[src/schc_pkg.sv]
// Shared types, codes and reset values for the speed class cadence block.
`timescale 1ns / 1ps
package schc_pkg;

  // Ring depth default
  localparam int SMOOTH_DEPTH_DEF = 8;

  // Field widths
  localparam int SPEED_W = 16;
  localparam int IVL_W   = 22;
  localparam int CFG_IW  = 3;

  // Movement classes
  typedef enum logic [1:0] {
    CLS_IDLE  = 2'd0,
    CLS_WALK  = 2'd1,
    CLS_CYCLE = 2'd2,
    CLS_DRIVE = 2'd3
  } cls_e;

  // Configuration register indexes
  typedef enum logic [CFG_IW-1:0] {
    REG_WALK_TO_CYCLE_UP    = 3'd0,
    REG_CYCLE_TO_DRIVE_UP   = 3'd1,
    REG_CYCLE_TO_WALK_DOWN  = 3'd2,
    REG_DRIVE_TO_CYCLE_DOWN = 3'd3,
    REG_WALKING_IVL         = 3'd4,
    REG_CYCLING_IVL         = 3'd5,
    REG_DRIVING_IVL         = 3'd6,
    REG_IDLE_IVL            = 3'd7
  } cfg_idx_e;

  // Reset values
  localparam logic [SPEED_W-1:0] RST_WALK_UP  = 16'd800;
  localparam logic [SPEED_W-1:0] RST_DRIVE_UP = 16'd2500;
  localparam logic [SPEED_W-1:0] RST_WALK_DN  = 16'd600;
  localparam logic [SPEED_W-1:0] RST_CYCLE_DN = 16'd2000;
  localparam logic [IVL_W-1:0]   RST_WALK_IVL  = 22'd10000;
  localparam logic [IVL_W-1:0]   RST_CYCLE_IVL = 22'd5000;
  localparam logic [IVL_W-1:0]   RST_DRIVE_IVL = 22'd2000;
  localparam logic [IVL_W-1:0]   RST_IDLE_IVL  = 22'd30000;

  // Hysteresis thresholds as one group
  typedef struct packed {
    logic [SPEED_W-1:0] walk_up;
    logic [SPEED_W-1:0] drive_up;
    logic [SPEED_W-1:0] walk_dn;
    logic [SPEED_W-1:0] cycle_dn;
  } thr_t;

endpackage

[src/schc_ram.sv]
// Generic single write port RAM with registered read.
`timescale 1ns / 1ps
module schc_ram #(
  parameter int Width = 16,
  parameter int Depth = 8,
  localparam int AddrW = (Depth > 1) ? $clog2(Depth) : 1
) (
  input  logic             clk_i,
  input  logic             we_i,
  input  logic [AddrW-1:0] waddr_i,
  input  logic [Width-1:0] wdata_i,
  input  logic [AddrW-1:0] raddr_i,
  output logic [Width-1:0] rdata_o
);

  logic [Width-1:0] mem_q [Depth];

  // Write port
  always_ff @(posedge clk_i) begin
    if (we_i) begin
      mem_q[waddr_i] <= wdata_i;
    end
  end

  // Registered read port
  always_ff @(posedge clk_i) begin
    rdata_o <= mem_q[raddr_i];
  end

endmodule

[src/schc_div.sv]
// Bit-serial restoring divider, one quotient bit per cycle.
`timescale 1ns / 1ps
module schc_div #(
  parameter int DivW = 20,
  parameter int DsrW = 4
) (
  input  logic            clk_i,
  input  logic            rst_ni,
  input  logic            start_i,
  input  logic [DivW-1:0] dividend_i,
  input  logic [DsrW-1:0] divisor_i,
  output logic            done_o,
  output logic [DivW-1:0] quotient_o
);

  localparam int CntW = $clog2(DivW + 1);

  logic            busy_q;
  logic            done_q;
  logic [CntW-1:0] cnt_q;
  logic [DsrW-1:0] rem_q;
  logic [DivW-1:0] quo_q;
  logic [DsrW:0]   trial;
  logic            q_bit;
  logic [DsrW:0]   diff;

  // Trial subtract of the next dividend bit
  always_comb begin
    trial = {rem_q, quo_q[DivW-1]};
    q_bit = (trial >= {1'b0, divisor_i});
    diff  = trial - {1'b0, divisor_i};
  end

  // Shift register holds the dividend, then fills with quotient bits
  always_ff @(posedge clk_i or negedge rst_ni) begin
    if (!rst_ni) begin
      busy_q <= 1'b0;
      done_q <= 1'b0;
      cnt_q  <= '0;
      rem_q  <= '0;
      quo_q  <= '0;
    end else begin
      // one-cycle pulse after the last quotient bit
      done_q <= busy_q && !start_i && (cnt_q == CntW'(1));
      if (start_i) begin
        busy_q <= 1'b1;
        cnt_q  <= CntW'(DivW);
        rem_q  <= '0;
        quo_q  <= dividend_i;
      end else if (busy_q) begin
        rem_q <= q_bit ? diff[DsrW-1:0] : trial[DsrW-1:0];
        quo_q <= {quo_q[DivW-2:0], q_bit};
        cnt_q <= cnt_q - 1'b1;
        if (cnt_q == CntW'(1)) begin
          busy_q <= 1'b0;
        end
      end
    end
  end

  assign done_o     = done_q;
  assign quotient_o = quo_q;

endmodule

[src/schc_cls.sv]
// Four-state hysteresis classifier on the smoothed speed.
`timescale 1ns / 1ps
module schc_cls
  import schc_pkg::*;
(
  input  logic [SPEED_W-1:0] speed_i,
  input  cls_e               prev_i,
  input  thr_t               thr_i,
  output cls_e               next_o
);

  logic ge_cyc;
  logic ge_drv;
  logic lt_walk;
  logic lt_cyc;

  // Threshold compares, applied as written
  always_comb begin
    ge_cyc  = (speed_i >= thr_i.walk_up);
    ge_drv  = (speed_i >= thr_i.drive_up);
    lt_walk = (speed_i < thr_i.walk_dn);
    lt_cyc  = (speed_i < thr_i.cycle_dn);
  end

  // Next class from the previous one
  always_comb begin
    case (prev_i)
      CLS_WALK: begin
        if (ge_cyc) next_o = ge_drv ? CLS_DRIVE : CLS_CYCLE;
        else        next_o = CLS_WALK;
      end
      CLS_CYCLE: begin
        if (ge_drv)       next_o = CLS_DRIVE;
        else if (lt_walk) next_o = CLS_WALK;
        else              next_o = CLS_CYCLE;
      end
      CLS_DRIVE: begin
        if (lt_cyc) next_o = lt_walk ? CLS_WALK : CLS_CYCLE;
        else        next_o = CLS_DRIVE;
      end
      default: begin
        if (ge_drv)      next_o = CLS_DRIVE;
        else if (ge_cyc) next_o = CLS_CYCLE;
        else             next_o = CLS_WALK;
      end
    endcase
  end

endmodule

[src/speed_class_hysteresis_cadence_core.sv]
// Speed class cadence core: sample ring, serial mean, hysteresis class, interval.
// In-trip item: push into the ring, sum of the filled entries at one ring read per cycle,
//   division by the fill count at one quotient bit per cycle, class decision, then the
//   result waits in S_OUT until the output register is free. Outside a trip the item
//   goes from S_IDLE straight to S_OUT. No new sample is taken until the last result is
//   in the output register. Reset: defaults in all registers, class idle, ring empty.
`timescale 1ns / 1ps
module speed_class_hysteresis_cadence_core
  import schc_pkg::*;
#(
  parameter int SMOOTH_DEPTH = SMOOTH_DEPTH_DEF
) (
  input  logic               clk_i,
  input  logic               rst_ni,
  // configuration write port
  input  logic               cfg_we_i,
  input  logic [CFG_IW-1:0]  cfg_idx_i,
  input  logic [IVL_W-1:0]   cfg_wdata_i,
  // input channel
  input  logic               in_valid_i,
  output logic               in_stall_o,
  input  logic [SPEED_W-1:0] speed_sample_i,
  input  logic               in_trip_i,
  // output channel
  output logic               out_valid_o,
  input  logic               out_stall_i,
  output logic [1:0]         move_class_o,
  output logic               class_changed_o,
  output logic [IVL_W-1:0]   interval_ms_o,
  output logic [SPEED_W-1:0] smoothed_speed_o
);

  localparam int AW = (SMOOTH_DEPTH > 1) ? $clog2(SMOOTH_DEPTH) : 1;
  localparam int CW = $clog2(SMOOTH_DEPTH + 1);
  localparam int SW = SPEED_W + CW;

  typedef enum logic [2:0] {
    S_IDLE,
    S_SUM,
    S_DIV,
    S_CLS,
    S_OUT
  } state_e;

  state_e state_q;

  // Configuration registers
  thr_t             thr_q;
  logic [IVL_W-1:0] walk_ivl_q, cycle_ivl_q, drive_ivl_q, idle_ivl_q;

  // Ring bookkeeping
  logic [AW-1:0] wslot_q;
  logic [CW-1:0] fill_q;
  logic [CW-1:0] rd_idx_q;
  logic          pend_q;
  logic [SW-1:0] sum_q;

  // Result and output registers
  cls_e               class_q;
  logic [SPEED_W-1:0] smooth_q;
  logic               res_changed_q;
  logic [IVL_W-1:0]   res_ivl_q;
  logic               out_valid_q;
  logic [1:0]         out_class_q;
  logic               out_changed_q;
  logic [IVL_W-1:0]   out_ivl_q;
  logic [SPEED_W-1:0] out_smooth_q;

  // Datapath wires
  logic               in_xfer;
  logic               ring_we;
  logic [SPEED_W-1:0] ring_rdata;
  logic               sum_done;
  logic               div_done;
  logic [SW-1:0]      div_quo;
  cls_e               next_cls;
  logic [IVL_W-1:0]   next_ivl;
  logic               out_free;

  assign in_xfer  = in_valid_i && (state_q == S_IDLE);
  assign ring_we  = in_xfer && in_trip_i;
  assign sum_done = (state_q == S_SUM) && (rd_idx_q == fill_q) && !pend_q;
  assign out_free = !out_valid_q || !out_stall_i;

  // Sample ring
  schc_ram #(
    .Width(SPEED_W),
    .Depth(SMOOTH_DEPTH)
  ) u_ring (
    .clk_i  (clk_i),
    .we_i   (ring_we),
    .waddr_i(wslot_q),
    .wdata_i(speed_sample_i),
    .raddr_i(rd_idx_q[AW-1:0]),
    .rdata_o(ring_rdata)
  );

  // Serial mean: sum over fill count
  schc_div #(
    .DivW(SW),
    .DsrW(CW)
  ) u_div (
    .clk_i     (clk_i),
    .rst_ni    (rst_ni),
    .start_i   (sum_done),
    .dividend_i(sum_q),
    .divisor_i (fill_q),
    .done_o    (div_done),
    .quotient_o(div_quo)
  );

  // Class decision on the mean
  schc_cls u_cls (
    .speed_i(smooth_q),
    .prev_i (class_q),
    .thr_i  (thr_q),
    .next_o (next_cls)
  );

  // Interval of the new class
  always_comb begin
    case (next_cls)
      CLS_WALK:  next_ivl = walk_ivl_q;
      CLS_CYCLE: next_ivl = cycle_ivl_q;
      CLS_DRIVE: next_ivl = drive_ivl_q;
      default:   next_ivl = idle_ivl_q;
    endcase
  end

  // Configuration writes
  always_ff @(posedge clk_i or negedge rst_ni) begin
    if (!rst_ni) begin
      thr_q.walk_up  <= RST_WALK_UP;
      thr_q.drive_up <= RST_DRIVE_UP;
      thr_q.walk_dn  <= RST_WALK_DN;
      thr_q.cycle_dn <= RST_CYCLE_DN;
      walk_ivl_q     <= RST_WALK_IVL;
      cycle_ivl_q    <= RST_CYCLE_IVL;
      drive_ivl_q    <= RST_DRIVE_IVL;
      idle_ivl_q     <= RST_IDLE_IVL;
    end else if (cfg_we_i) begin
      case (cfg_idx_e'(cfg_idx_i))
        REG_WALK_TO_CYCLE_UP:    thr_q.walk_up  <= cfg_wdata_i[SPEED_W-1:0];
        REG_CYCLE_TO_DRIVE_UP:   thr_q.drive_up <= cfg_wdata_i[SPEED_W-1:0];
        REG_CYCLE_TO_WALK_DOWN:  thr_q.walk_dn  <= cfg_wdata_i[SPEED_W-1:0];
        REG_DRIVE_TO_CYCLE_DOWN: thr_q.cycle_dn <= cfg_wdata_i[SPEED_W-1:0];
        REG_WALKING_IVL:         walk_ivl_q     <= cfg_wdata_i;
        REG_CYCLING_IVL:         cycle_ivl_q    <= cfg_wdata_i;
        REG_DRIVING_IVL:         drive_ivl_q    <= cfg_wdata_i;
        REG_IDLE_IVL:            idle_ivl_q     <= cfg_wdata_i;
        default: ;
      endcase
    end
  end

  // Sequencer, ring state and registered outputs
  always_ff @(posedge clk_i or negedge rst_ni) begin
    if (!rst_ni) begin
      state_q       <= S_IDLE;
      wslot_q       <= '0;
      fill_q        <= '0;
      rd_idx_q      <= '0;
      pend_q        <= 1'b0;
      sum_q         <= '0;
      class_q       <= CLS_IDLE;
      smooth_q      <= '0;
      res_changed_q <= 1'b0;
      res_ivl_q     <= '0;
      out_valid_q   <= 1'b0;
      out_class_q   <= '0;
      out_changed_q <= 1'b0;
      out_ivl_q     <= '0;
      out_smooth_q  <= '0;
    end else begin
      // result taken and no new one loaded this cycle
      if (out_valid_q && !out_stall_i && (state_q != S_OUT)) begin
        out_valid_q <= 1'b0;
      end
      case (state_q)
        S_IDLE: begin
          if (in_xfer) begin
            if (in_trip_i) begin
              // push sample, then sum the filled entries
              wslot_q  <= (wslot_q == AW'(SMOOTH_DEPTH - 1)) ? '0 : wslot_q + 1'b1;
              if (fill_q < CW'(SMOOTH_DEPTH)) fill_q <= fill_q + 1'b1;
              rd_idx_q <= '0;
              pend_q   <= 1'b0;
              sum_q    <= '0;
              state_q  <= S_SUM;
            end else begin
              // leaving a trip drops a non-idle class and empties the ring
              smooth_q      <= '0;
              res_changed_q <= (class_q != CLS_IDLE);
              res_ivl_q     <= idle_ivl_q;
              if (class_q != CLS_IDLE) begin
                class_q <= CLS_IDLE;
                wslot_q <= '0;
                fill_q  <= '0;
              end
              state_q <= S_OUT;
            end
          end
        end
        S_SUM: begin
          // one ring entry per cycle, read data is registered and lags the address
          if (pend_q) sum_q <= sum_q + SW'(ring_rdata);
          if (rd_idx_q != fill_q) begin
            rd_idx_q <= rd_idx_q + 1'b1;
            pend_q   <= 1'b1;
          end else begin
            pend_q <= 1'b0;
          end
          if (sum_done) state_q <= S_DIV;
        end
        S_DIV: begin
          if (div_done) begin
            smooth_q <= div_quo[SPEED_W-1:0];
            state_q  <= S_CLS;
          end
        end
        S_CLS: begin
          res_changed_q <= (next_cls != class_q);
          res_ivl_q     <= next_ivl;
          class_q       <= next_cls;
          state_q       <= S_OUT;
        end
        S_OUT: begin
          if (out_free) begin
            out_valid_q   <= 1'b1;
            out_class_q   <= class_q;
            out_changed_q <= res_changed_q;
            out_ivl_q     <= res_ivl_q;
            out_smooth_q  <= smooth_q;
            state_q       <= S_IDLE;
          end
        end
        default: state_q <= S_IDLE;
      endcase
    end
  end

  assign in_stall_o       = (state_q != S_IDLE);
  assign out_valid_o      = out_valid_q;
  assign move_class_o     = out_class_q;
  assign class_changed_o  = out_changed_q;
  assign interval_ms_o    = out_ivl_q;
  assign smoothed_speed_o = out_smooth_q;

endmodule

[config.mk]
export PLATFORM = sky130hd
export DESIGN_NAME = speed_class_hysteresis_cadence_core
export DESIGN_NICKNAME = d
export VERILOG_FILES = /design/src/schc_pkg.sv /design/src/schc_ram.sv /design/src/schc_div.sv /design/src/schc_cls.sv /design/src/speed_class_hysteresis_cadence_core.sv
export SDC_FILE = /design/constraint.sdc
export NUM_CORES = 1
export LEC_CHECK = 0
export BUFFER_PORTS_ARGS = -buffer_cell sky130_fd_sc_hd__buf_2
export CAP_MARGIN = 20
export CORE_MARGIN = 1.5
export CORE_UTILIZATION = 45
export DETAILED_ROUTE_END_ITERATION = 8
export PLACE_DENSITY = 0.58
export SYNTH_ARGS = -nofsm -noshare
export SYNTH_HDL_FRONTEND = slang
export SYNTH_SLANG_ARGS = --single-unit
[constraint.sdc]
create_clock -name clk_i -period 10.45 [get_ports clk_i]
set_clock_uncertainty 0.1 [all_clocks]
set_input_delay 0.5225 -clock clk_i [delete_from_list [all_inputs] [get_ports clk_i]]
set_output_delay 0.5225 -clock clk_i [all_outputs]
set_load 0.01 [all_outputs]
### Word level (Yosys, flattened, before mapping)

Memories as Yosys holds them, arrays and structs flattened. A register that Yosys moved wholly into a read port is not among the register bits.
Index checks and enable logic that the tools add are counted.

| storage, ports and cells | value |
|---|---|
| register bits after elaboration | 301 |
| latch bits | 0 |
| memory bits (writable) | 128 |
| ROM bits | 0 |
| output and inout port bits | 43 |
| logic and storage cells | 176 |
| memories | 1 |

Memory list:

| memory | depth | bits a word | read ports | clocked after Yosys merged registers in | write ports | line | text |
|---|---|---|---|---|---|---|---|
| u_ring.mem_q | 8 | 16 | 1 | 1 | 1 | schc_ram.sv:16 | `logic [Width-1:0] mem_q [Depth];` |

| operators by class | value |
|---|---|
| add/sub/neg operators | 6 |
| multipliers | 0 |
| divide/modulo/power cells | 0 |
| order comparisons | 6 |
| eq/ne operators | 33 |
| shift operators | 0 |
| multiplexer cells | 62 |
| bitwise logic cells | 0 |
| reduce and logical (&&, ||, !) cells | 40 |

Operators with widths:

| cell | count |
|---|---|
| $mux W20 | 5 |
| $pmux W22 S3 | 1 |
| $mux W16 | 3 |
| $mux W22 | 2 |
| $pmux W22 S2 | 1 |
| $pmux W20 S2 | 1 |
| $mux W4 | 9 |
| $ge A16 B16 Y1 | 2 |
| $lt A16 B16 Y1 | 2 |
| $pmux W16 S2 | 1 |
| $mux W3 | 8 |
| $reduce_and A4 Y1 | 6 |
| $add A20 B16 Y20 | 1 |
| $eq A3 B3 Y1 const B | 6 |
| $mux W2 | 9 |
| $reduce_and A2 Y1 | 9 |
| $pmux W3 S5 | 1 |
| $mux W1 | 14 |
| $eq A3 B2 Y1 const B | 4 |
| $reduce_bool A2 Y1 | 6 |
| $mux W5 | 2 |
| $ne A2 B1 Y1 const B | 5 |
| $ne A2 B2 Y1 const B | 5 |
| $reduce_and A3 Y1 | 3 |
| other kinds (23) | 41 |

### Depth between registers and ports, before layout

Gate-level depths: netlist (run 1).

| logic depth | value |
|---|---|
| word-level depth | 7 |
| gate-level depth with buffers | 11 |
| depth with buffers taken out | 10 |

### Hierarchy

From an unflattened synthesis (run 1), not the netlist that was laid out.

| second synthesis, totals | value |
|---|---|
| cells, all modules | 1515 |
| area total of the unflattened synthesis | 20450.9 µm² |

Modules (own cells, without submodules):

| module | instances | cells each | area each (µm²) | seq. area each (µm²) |
|---|---|---|---|---|
| speed_class_hysteresis_cadence_core | 1 | 928 | 11936.4 | 6807.8 |
| schc_ram | 1 | 214 | 5293.8 | 4164.0 |
| schc_cls | 1 | 217 | 1619.1 | 0.0 |
| schc_div | 1 | 156 | 1601.5 | 775.7 |

### Worst setup path after synthesis (run 1)

Ideal clock, no wire load.

| timing path | value |
|---|---|
| path type | register to register |
| start | register state_q[1] |
| end | memory u_ring.mem_q[0][0], enable pin |
| library setup time | 430 ps |
| arrival | 2928 ps |
| data required time | 9920 ps |
| setup slack | 6992 ps |
| stages on the path, launching flop included | 6 |
| buffers on the path | 2 |
| period minus slack after synthesis | 3458 ps |
| cells stage by stage | dfrtp_1 buf_2 nor3_1 nand3_1 clkbuf_1 nor4_1 |

| on the way | value |
|---|---|
| word-level cells in the longest chain between the ends | 5 |

Ends and longest elaborated chain:

| item | line | text |
|---|---|---|
| start: declaration | speed_class_hysteresis_cadence_core.sv:45 | `state_e state_q;` |
| start signal: assignment | speed_class_hysteresis_cadence_core.sv:159 | `state_q <= S_IDLE;` |
| start signal: assignment | speed_class_hysteresis_cadence_core.sv:189 | `state_q <= S_SUM;` |
| start signal: assignment | speed_class_hysteresis_cadence_core.sv:200 | `state_q <= S_OUT;` |
| $logic_not A3 Y1 | speed_class_hysteresis_cadence_core.sv:80 | `assign in_xfer = in_valid_i && (state_q == S_IDLE);` |
| $logic_and A1 B1 Y1 | speed_class_hysteresis_cadence_core.sv:80 |  |
| $logic_and A1 B1 Y1 | speed_class_hysteresis_cadence_core.sv:81 | `assign ring_we = in_xfer && in_trip_i;` |
| $mux W1 | schc_ram.sv:20 | `if (we_i) begin` |
| $mux W1 (not written as such) | schc_ram.sv:21 | `mem_q[waddr_i] <= wdata_i;` |
| end: declaration | schc_ram.sv:16 |  |

Every way passes these cells.

### Final worst setup path (run 1)

| timing path | value |
|---|---|
| start | register thr_q[7] in the netlist's numbering |
| end | register res_ivl_q[21] |

| on the way | value |
|---|---|
| word-level cells in the longest chain between the ends | 6 |
| elaborated cells between the ends (all ways) | 8 |

Ends and longest elaborated chain:

| item | line | text |
|---|---|---|
| start: declaration | speed_class_hysteresis_cadence_core.sv:48 | `thr_t thr_q;` |
| $lt A16 B16 Y1 * | schc_cls.sv:22 | `lt_cyc = (speed_i < thr_i.cycle_dn);` |
| $mux W2 * | schc_cls.sv:38 | `if (lt_cyc) next_o = lt_walk ? CLS_WALK : CLS_CYCLE;` |
| $pmux W2 S3 * | schc_cls.sv:27 | `case (prev_i)` |
| $eq A2 B2 Y1 / $eq A2 B1 Y1 (equally long branches) | speed_class_hysteresis_cadence_core.sv:122 | `case (next_cls)` |
| $pmux W22 S3 * | speed_class_hysteresis_cadence_core.sv:122 |  |
| $pmux W22 S2 * | speed_class_hysteresis_cadence_core.sv:179 | `case (state_q)` |
| end signal: assignment | speed_class_hysteresis_cadence_core.sv:194 | `res_ivl_q <= idle_ivl_q;` |
| end signal: assignment | speed_class_hysteresis_cadence_core.sv:223 | `res_ivl_q <= next_ivl;` |
| end: declaration | speed_class_hysteresis_cadence_core.sv:62 | `logic [IVL_W-1:0] res_ivl_q;` |

Every way passes the cells marked *; elsewhere a longest branch is shown, timed or not.
A chain may end at the register's enable or synchronous reset.

==> results.json, run 1 <==
{
  "status": "complete, no violations",
  "min_from": "speed_sample_i[3]",
  "cp_max_fo": 24,
  "htreeDepth": 2,
  "post_cts.repair.setup_buffers": 0,
  "holdPathStages": 1,
  "use_met3_pct": 3.087,
  "synth-main-ff-cell": "dfrtp_1",
  "r2r_slack_ps": 6920,
  "crit_arrival_ps": 3940,
  "ff_latch_area_sq_um": 11750,
  "rsz0062_at_grt": "false",
  "cts_tree": "built",
  "placed_area_sq_um": 21600,
  "dp_hpwl_um": 30370,
  "slew_headroom_pct": 28.03,
  "overflow": 0,
  "numCtsBuffers": 48,
  "first_pass_iters": 5,
  "synth_top_cell_by_area": "dfrtp_1",
  "syn-instance-count": 1664,
  "r2r_end": "res_ivl_q[21]$_DFFE_PN0P_",
  "gp_congestion": 0.8315,
  "die_y_um": 216.0,
  "drive_gt1_share_pct": 24.16,
  "crit_path_end_kind": "flip-flop",
  "hold_path.class": "in -> reg",
  "row_count": 77,
  "p_sw_uw": 1931,
  "yosysUniqueCellTypes": 66,
  "p_total_uw": 5982,
  "fin_area_sq_um": 23230,
  "clock_latency_ps": 600,
  "p_sw_share_pct": 32.28,
  "internal_power_uw": 4051,
  "grt_max_degree": 108,
  "criticalPathCategory": "reg -> reg",
  "totalWireLength_um": 46950,
  "layout_common_cells": "dfrtp_1 (259), nand2_1 (157), mux2_2 (141)",
  "antenna_left": 0,
  "finalHoldViolations": 0,
  "cap_viol_max_count": 0,
  "routed-via-count": 13070,
  "netlist_area_sq_um": 20420,
  "clkSlewWorstSetupHoldPaths_ps": 60,
  "fillers": 3878,
  "fin_setup_tns_ps": 0,
  "track_usage_pct": 20.51,
  "grt_pass1_vias": 13070,
  "core_sq_um": 44510,
  "postSynthAreaPerCell_sq_um": 12.27,
  "min_period_ps": 3527,
  "cts.sinks": 445,
  "wl_per_cell_um": 19.70,
  "syn_nets": 1801,
  "cts-root-buf": "clkbuf_16",
  "ff2ff_path_depth": 11,
  "grt_pass1_wl_um": 74810,
  "period_share_pct": 33.75,
  "combPwrFrac_pct": 29.9,
  "multi_input_comb_area_sq_um": 8051,
  "antenna_found_initial": 0,
  "min_to": "u_ring.mem_q[0][3]$_DFFE_PP_",
  "grt_use_met2_pct": 34.39,
  "dr.first_iter.drc_count": 714,
  "start_util_pct": 45.87,
  "ys_async_sr_fraction_pct": 67.64,
  "drc": 0,
  "n_antenna_cell": 0,
  "finalNonFillerCells": 2384,
  "yosysTopAreaCellShare_pct": 31.87,
  "p_leak_uw": 0.009789,
  "die_x_um": 216.0,
  "avgViaCountPerCell": 5.483,
  "ctsResizeCount": 0,
  "finalNetCount": 1889,
  "ys_warn_count": 0,
  "required_ps": 10860,
  "timing.fmax_mhz": 283.5,
  "top_usage_layer": "met2",
  "slew_violations": 0,
  "p_per_area_nw_per_um2": 257.5,
  "dp_cells": 2291,
  "clockBufferDepth": 3,
  "worst_slew_pin_slew_ps": 1076,
  "reg2reg_from": "thr_q[7]$_DFFE_PN1P_",
  "clock_power_share_pct": 28.5,
  "pwr-share-seq_pct": 41.6,
  "met1_usage_pct": 27.33,
  "finalSetupViolations": 0,
  "port-buffer-count": 89,
  "hold_ws_ps": 86.83,
  "dieArea_sq_um": 46660,
  "synth_edf_count": 128,
  "ys_seq_area_share_pct": 57.54,
  "startpoint_type": "flip-flop",
  "netlist_top_cells_area": "dfrtp_1 (32%), edfxtp_1 (19%), mux2_2 (7.8%)",
  "io_pins": 90,
  "peakVddDrop_mv": 0.2196,
  "final_common_cell": "dfrtp_1",
  "synth_seq_cells": 445,
  "area_delta_synth_final_pct": 13.80
}
synth_stat cells, types with 3 or more instances:
master	count
a32o_1	3
ha_1	88
o21ai_1	3
a31oi_1	3
clkbuf_1	56
o21a_1	3
nand3_1	17
nand3b_1	23
xor2_1	9
o31ai_1	6
xnor2_1	14
or3_1	7
o21ai_0	138
inv_1	101
o2111a_1	3
a21o_1	30
a21oi_1	38
dfrtp_1	260
edfxtp_1	128
dfxtp_1	16
o211ai_1	30
nor2_1	69
a22o_1	29
o2111ai_1	3
nor2b_1	7
a211oi_1	32
dfstp_2	41
buf_1	4
buf_2	22
and3_1	6
mux2i_1	23
mux2_2	141
nor3_1	19
nand2_1	157
nor3b_1	4
mux4_2	32
nand4_1	29
nand4b_1	3
nand2b_1	31
flip-flops by register name, summed over array words and instances (netlist names), 2 cells and up:
signal / cells
class_q: 2
cycle_ivl_q: 22
drive_ivl_q: 22
fill_q: 4
idle_ivl_q: 22
interval_ms_o: 22
move_class_o: 2
rd_idx_q: 4
res_ivl_q: 22
smooth_q: 16
smoothed_speed_o: 16
state_q: 3
sum_q: 20
thr_q: 64
u_div.cnt_q: 5
u_div.quotient_o: 20
u_div.rem_q: 4
u_ring.mem_q: 128
u_ring.rdata_o: 16
walk_ivl_q: 22
wslot_q: 3
power by group through the flow:
stage / combinational, uW / sequential (uW) / clock (uW)
finish: 1790 / 2490 / 1710
global route: 2010 / 2540 / 1810
CTS: 1810 / 2500 / 1750
detailed placement: 1800 / 2520 / 0
global placement: 1760 / 2520 / 0
floorplan: 1390 / 2420 / 0
timing repair:
action / 4_1_cts / 5_1_grt
hold buffers: 1 / 0
endpoints found under the setup margin: 0 / 0
endpoints found under the hold margin: 93 / 0
routing by layer:
layer / up-vias / share of wire, %
met3: 71 / 3.3
li1: 6218 / -
met4: 0 / 2.6
met2: 181 / 49
met1: 6602 / 45
met5: - / 0
worst max path at each step:
stage	slack, ps	endpoint	start
floorplan	6990	u_ring.mem_q[0][0]$_DFFE_PP_	state_q[1]$_DFFE_PN0P_
global placement	6970	res_ivl_q[21]$_DFFE_PN0P_	thr_q[6]$_DFFE_PN1P_
detailed placement	6940	res_ivl_q[21]$_DFFE_PN0P_	thr_q[7]$_DFFE_PN1P_
CTS	6930	res_ivl_q[21]$_DFFE_PN0P_	thr_q[7]$_DFFE_PN1P_
global route	6700	res_ivl_q[10]$_DFFE_PN0P_	thr_q[7]$_DFFE_PN1P_
finish	6920	res_ivl_q[21]$_DFFE_PN0P_	thr_q[7]$_DFFE_PN1P_
per-stage QoR:
step	worst slack, ps	utilization, %
detailed placement	6936	48.52
global placement	6973	48.50
finish	6923	52.20
floorplan	6992	-
CTS	6930	52.11
global route	6699	52.20
critical path: stages, from the launching register on:
cell and delay, ps:
dfstp_2 520, inv_1 40, ha_1 280, o21ai_0 70
o21ai_0 150, a221oi_1 100, o2111ai_1 440, nand3_1 830
o21ai_1 320, buf_4 360, nand3b_1 130, o211ai_1 110
area by class of cell:
| type | instances | share of cell area [%] |
|---|---|---|
| Sequential cell | 445 | 50.57 |
| Clock buffer | 68 | 5.843 |
| Inverter | 101 | 1.632 |
| Timing Repair Buffer | 121 | 3.139 |
| Clock inverter | 22 | 0.9801 |
| Tap cell | 592 | 3.188 |
| Multi-Input combinational cell | 1035 | 34.65 |
logic make-up (layout without fill, tap and decap cells):
kind of cell / count (synthesis) / in the layout / synth area share [%]
buffers and inverters: 184 / 312 / 3.524
AO/OA/AOI/OAI: 344 / 344 / 10.96
adder cells (fa/ha/maj): 90 / 90 / 5.589
multiplexers: 196 / 196 / 12.43
AND/OR/NAND/NOR: 382 / 382 / 8.966
XOR/XNOR: 23 / 23 / 0.9867
flip-flops: 445 / 445 / 57.54
Power figures use the tool's default switching activity.
==> inputs of run 2 (changes only) <==
==> constraint.sdc (replaced) <==
create_clock -name clk_i -period 3.3 [get_ports clk_i]
set_clock_uncertainty 0.1 [all_clocks]
set_input_delay 0.165 -clock clk_i [delete_from_list [all_inputs] [get_ports clk_i]]
set_output_delay 0.165 -clock clk_i [all_outputs]
set_load 0.01 [all_outputs]
==> results.json, run 2 (synthesis results as in run 1) <==
{
  "status": "complete, no violations",
  "p_leak_uw": 0.01003,
  "drc": 0,
  "crit_arrival_ps": 3330,
  "totalWireLength_um": 47280,
  "cts.sinks": 445,
  "largest_reg_flops": 128,
  "clockBufferDepth": 3,
  "startpoint_type": "flip-flop",
  "dp_hpwl_um": 30190,
  "critPathCapture": "sum_q[16]$_DFFE_PN0P_",
  "drive_gt1_share_pct": 24.04,
  "cts_tree": "built",
  "layout_common_cells": "dfrtp_1 (259), nand2_1 (157), mux2_2 (141)",
  "core_sq_um": 44510,
  "overflow": 0,
  "r2r_slack_ps": 340,
  "finalNonFillerCells": 2439,
  "top_register": "u_ring.mem_q",
  "p_per_area_nw_per_um2": 795.5,
  "slew_headroom_pct": 29.97,
  "ff_latch_area_sq_um": 11750,
  "fin_area_sq_um": 23750,
  "hold_path.class": "in -> async",
  "post_cts.repair.setup_buffers": 0,
  "antenna_left": 0,
  "dr.first_iter.drc_count": 709,
  "cap_viol_max_count": 0,
  "final_common_cell": "dfrtp_1",
  "startpoint": "sum_q[0]$_DFFE_PN0P_",
  "dp_cells": 2305,
  "numCtsBuffers": 48,
  "slew_violations": 0,
  "antenna_found_initial": 0,
  "reg2reg_from": "sum_q[0]$_DFFE_PN0P_",
  "row_count": 77,
  "placed_area_sq_um": 21740,
  "timing.fmax_mhz": 337.4,
  "avgViaCountPerCell": 5.417,
  "multi_input_comb_area_sq_um": 8029,
  "grt_pass1_vias": 13580,
  "fillers": 3812,
  "io_pins": 90,
  "crit_path_end_kind": "flip-flop",
  "finalNetCount": 1944,
  "finalHoldViolations": 0,
  "n_antenna_cell": 0,
  "ff2ff_path_depth": 10,
  "r2r_end": "sum_q[16]$_DFFE_PN0P_",
  "peakVddDrop_mv": 0.4766,
  "required_ps": 3660,
  "criticalPathCategory": "reg -> reg",
  "htreeDepth": 2,
  "largestRegisters": "u_ring.mem_q: 128 flops, thr_q: 64 flops",
  "period_share_pct": 89.82,
  "dieArea_sq_um": 46660,
  "start_util_pct": 45.87,
  "first_pass_iters": 5,
  "clock_latency_ps": 590,
  "cts-root-buf": "clkbuf_16",
  "port-buffer-count": 89,
  "area_delta_synth_final_pct": 16.34,
  "grt_max_degree": 92,
  "min_period_ps": 2964,
  "routed-via-count": 13210,
  "cp_max_fo": 3,
  "die_y_um": 216.0,
  "clkSlewWorstSetupHoldPaths_ps": 60,
  "fin_setup_tns_ps": 0,
  "grt_pass1_wl_um": 76200,
  "wl_per_cell_um": 19.38,
  "gp_congestion": 0.8242,
  "rsz0062_at_grt": "false",
  "finalSetupViolations": 0,
  "die_x_um": 216.0,
  "track_usage_pct": 20.80,
  "worst_slew_pin_slew_ps": 1046
}
-- run 2: cell types whose count changed in the layout (fill, tap and decap cells not counted), moves of 3 or more --
cell,previous run,this run
dlygate4sd3_1,1,44
nor3_4,4,0
nor3_2,3,7
buf_12,0,5
clkinv_4,0,3
buf_4,28,38
clkinv_1,3,7
clkinvlp_2,3,0
clkbuf_1,13,10
-- run 2: area by class of cell --
class | count | area share (%)
sequential | 445 | 49.46
multi-input combinational | 1035 | 33.80
clock buffer | 67 | 5.831
tap | 592 | 3.118
timing repair buffer | 176 | 5.394
inverter | 101 | 1.596
clock inverter | 23 | 0.8006
-- run 2: where the power goes --
part	internal, uW	switching [uW]	total [uW]
combinational	2750	2970	5730
sequential	7010	842	7860
clock	3090	2220	5310
-- run 2: worst min-delay path by stage --
stage                                         to  slack [ps]  depth (start not counted)
floorplan            class_changed_o$_DFFE_PN0P_        -230                          0
global placement    interval_ms_o[9]$_DFFE_PN0P_          40                          1
detailed placement  interval_ms_o[9]$_DFFE_PN0P_          40                          1
CTS                  drive_ivl_q[14]$_DFFE_PN0P_          10                          2
global route           res_ivl_q[14]$_DFFE_PN0P_          60                          2
finish              interval_ms_o[5]$_DFFE_PN0P_          20                          2
-- run 2: critical path, cell delays in order (launching register included) --
cell and delay, ps:
dfrtp_1 400, ha_1 240, fa_1 420, a211oi_1 250, nor2_1 100, o31a_1 280, o31ai_2 340, o311ai_0 280
o211ai_1 180, xor2_1 170, nor2_1 60
-- run 2: per-stage QoR --
stage	util, %	hold slack [ps]	setup slack [ps]	total power [uW]
2_1_floorplan	-	-230.6	151.0	12070
3_3_place_gp	48.84	44.78	351.2	13530
3_5_place_dp	48.84	41.35	334.9	13680
4_1_cts	53.37	14.14	323.5	19110
5_1_grt	53.37	64.96	124.1	20160
6_report	53.37	16.75	336.1	18900
-- run 2: routing by layer --
metal | wire length, um | share of wire [%] | track usage, %
met1 | 20790 | 44 | 26.85
met2 | 23340 | 49 | 35.74
met3 | 1839 | 3.9 | 3.044
met4 | 1311 | 2.8 | 7.315
met5 | 0 | 0 | 0
-- run 2: what timing repair did --
action	4_1_cts	5_1_grt
endpoints found under the hold margin	554	0
gates resized for setup	0	0
hold buffers	44	0
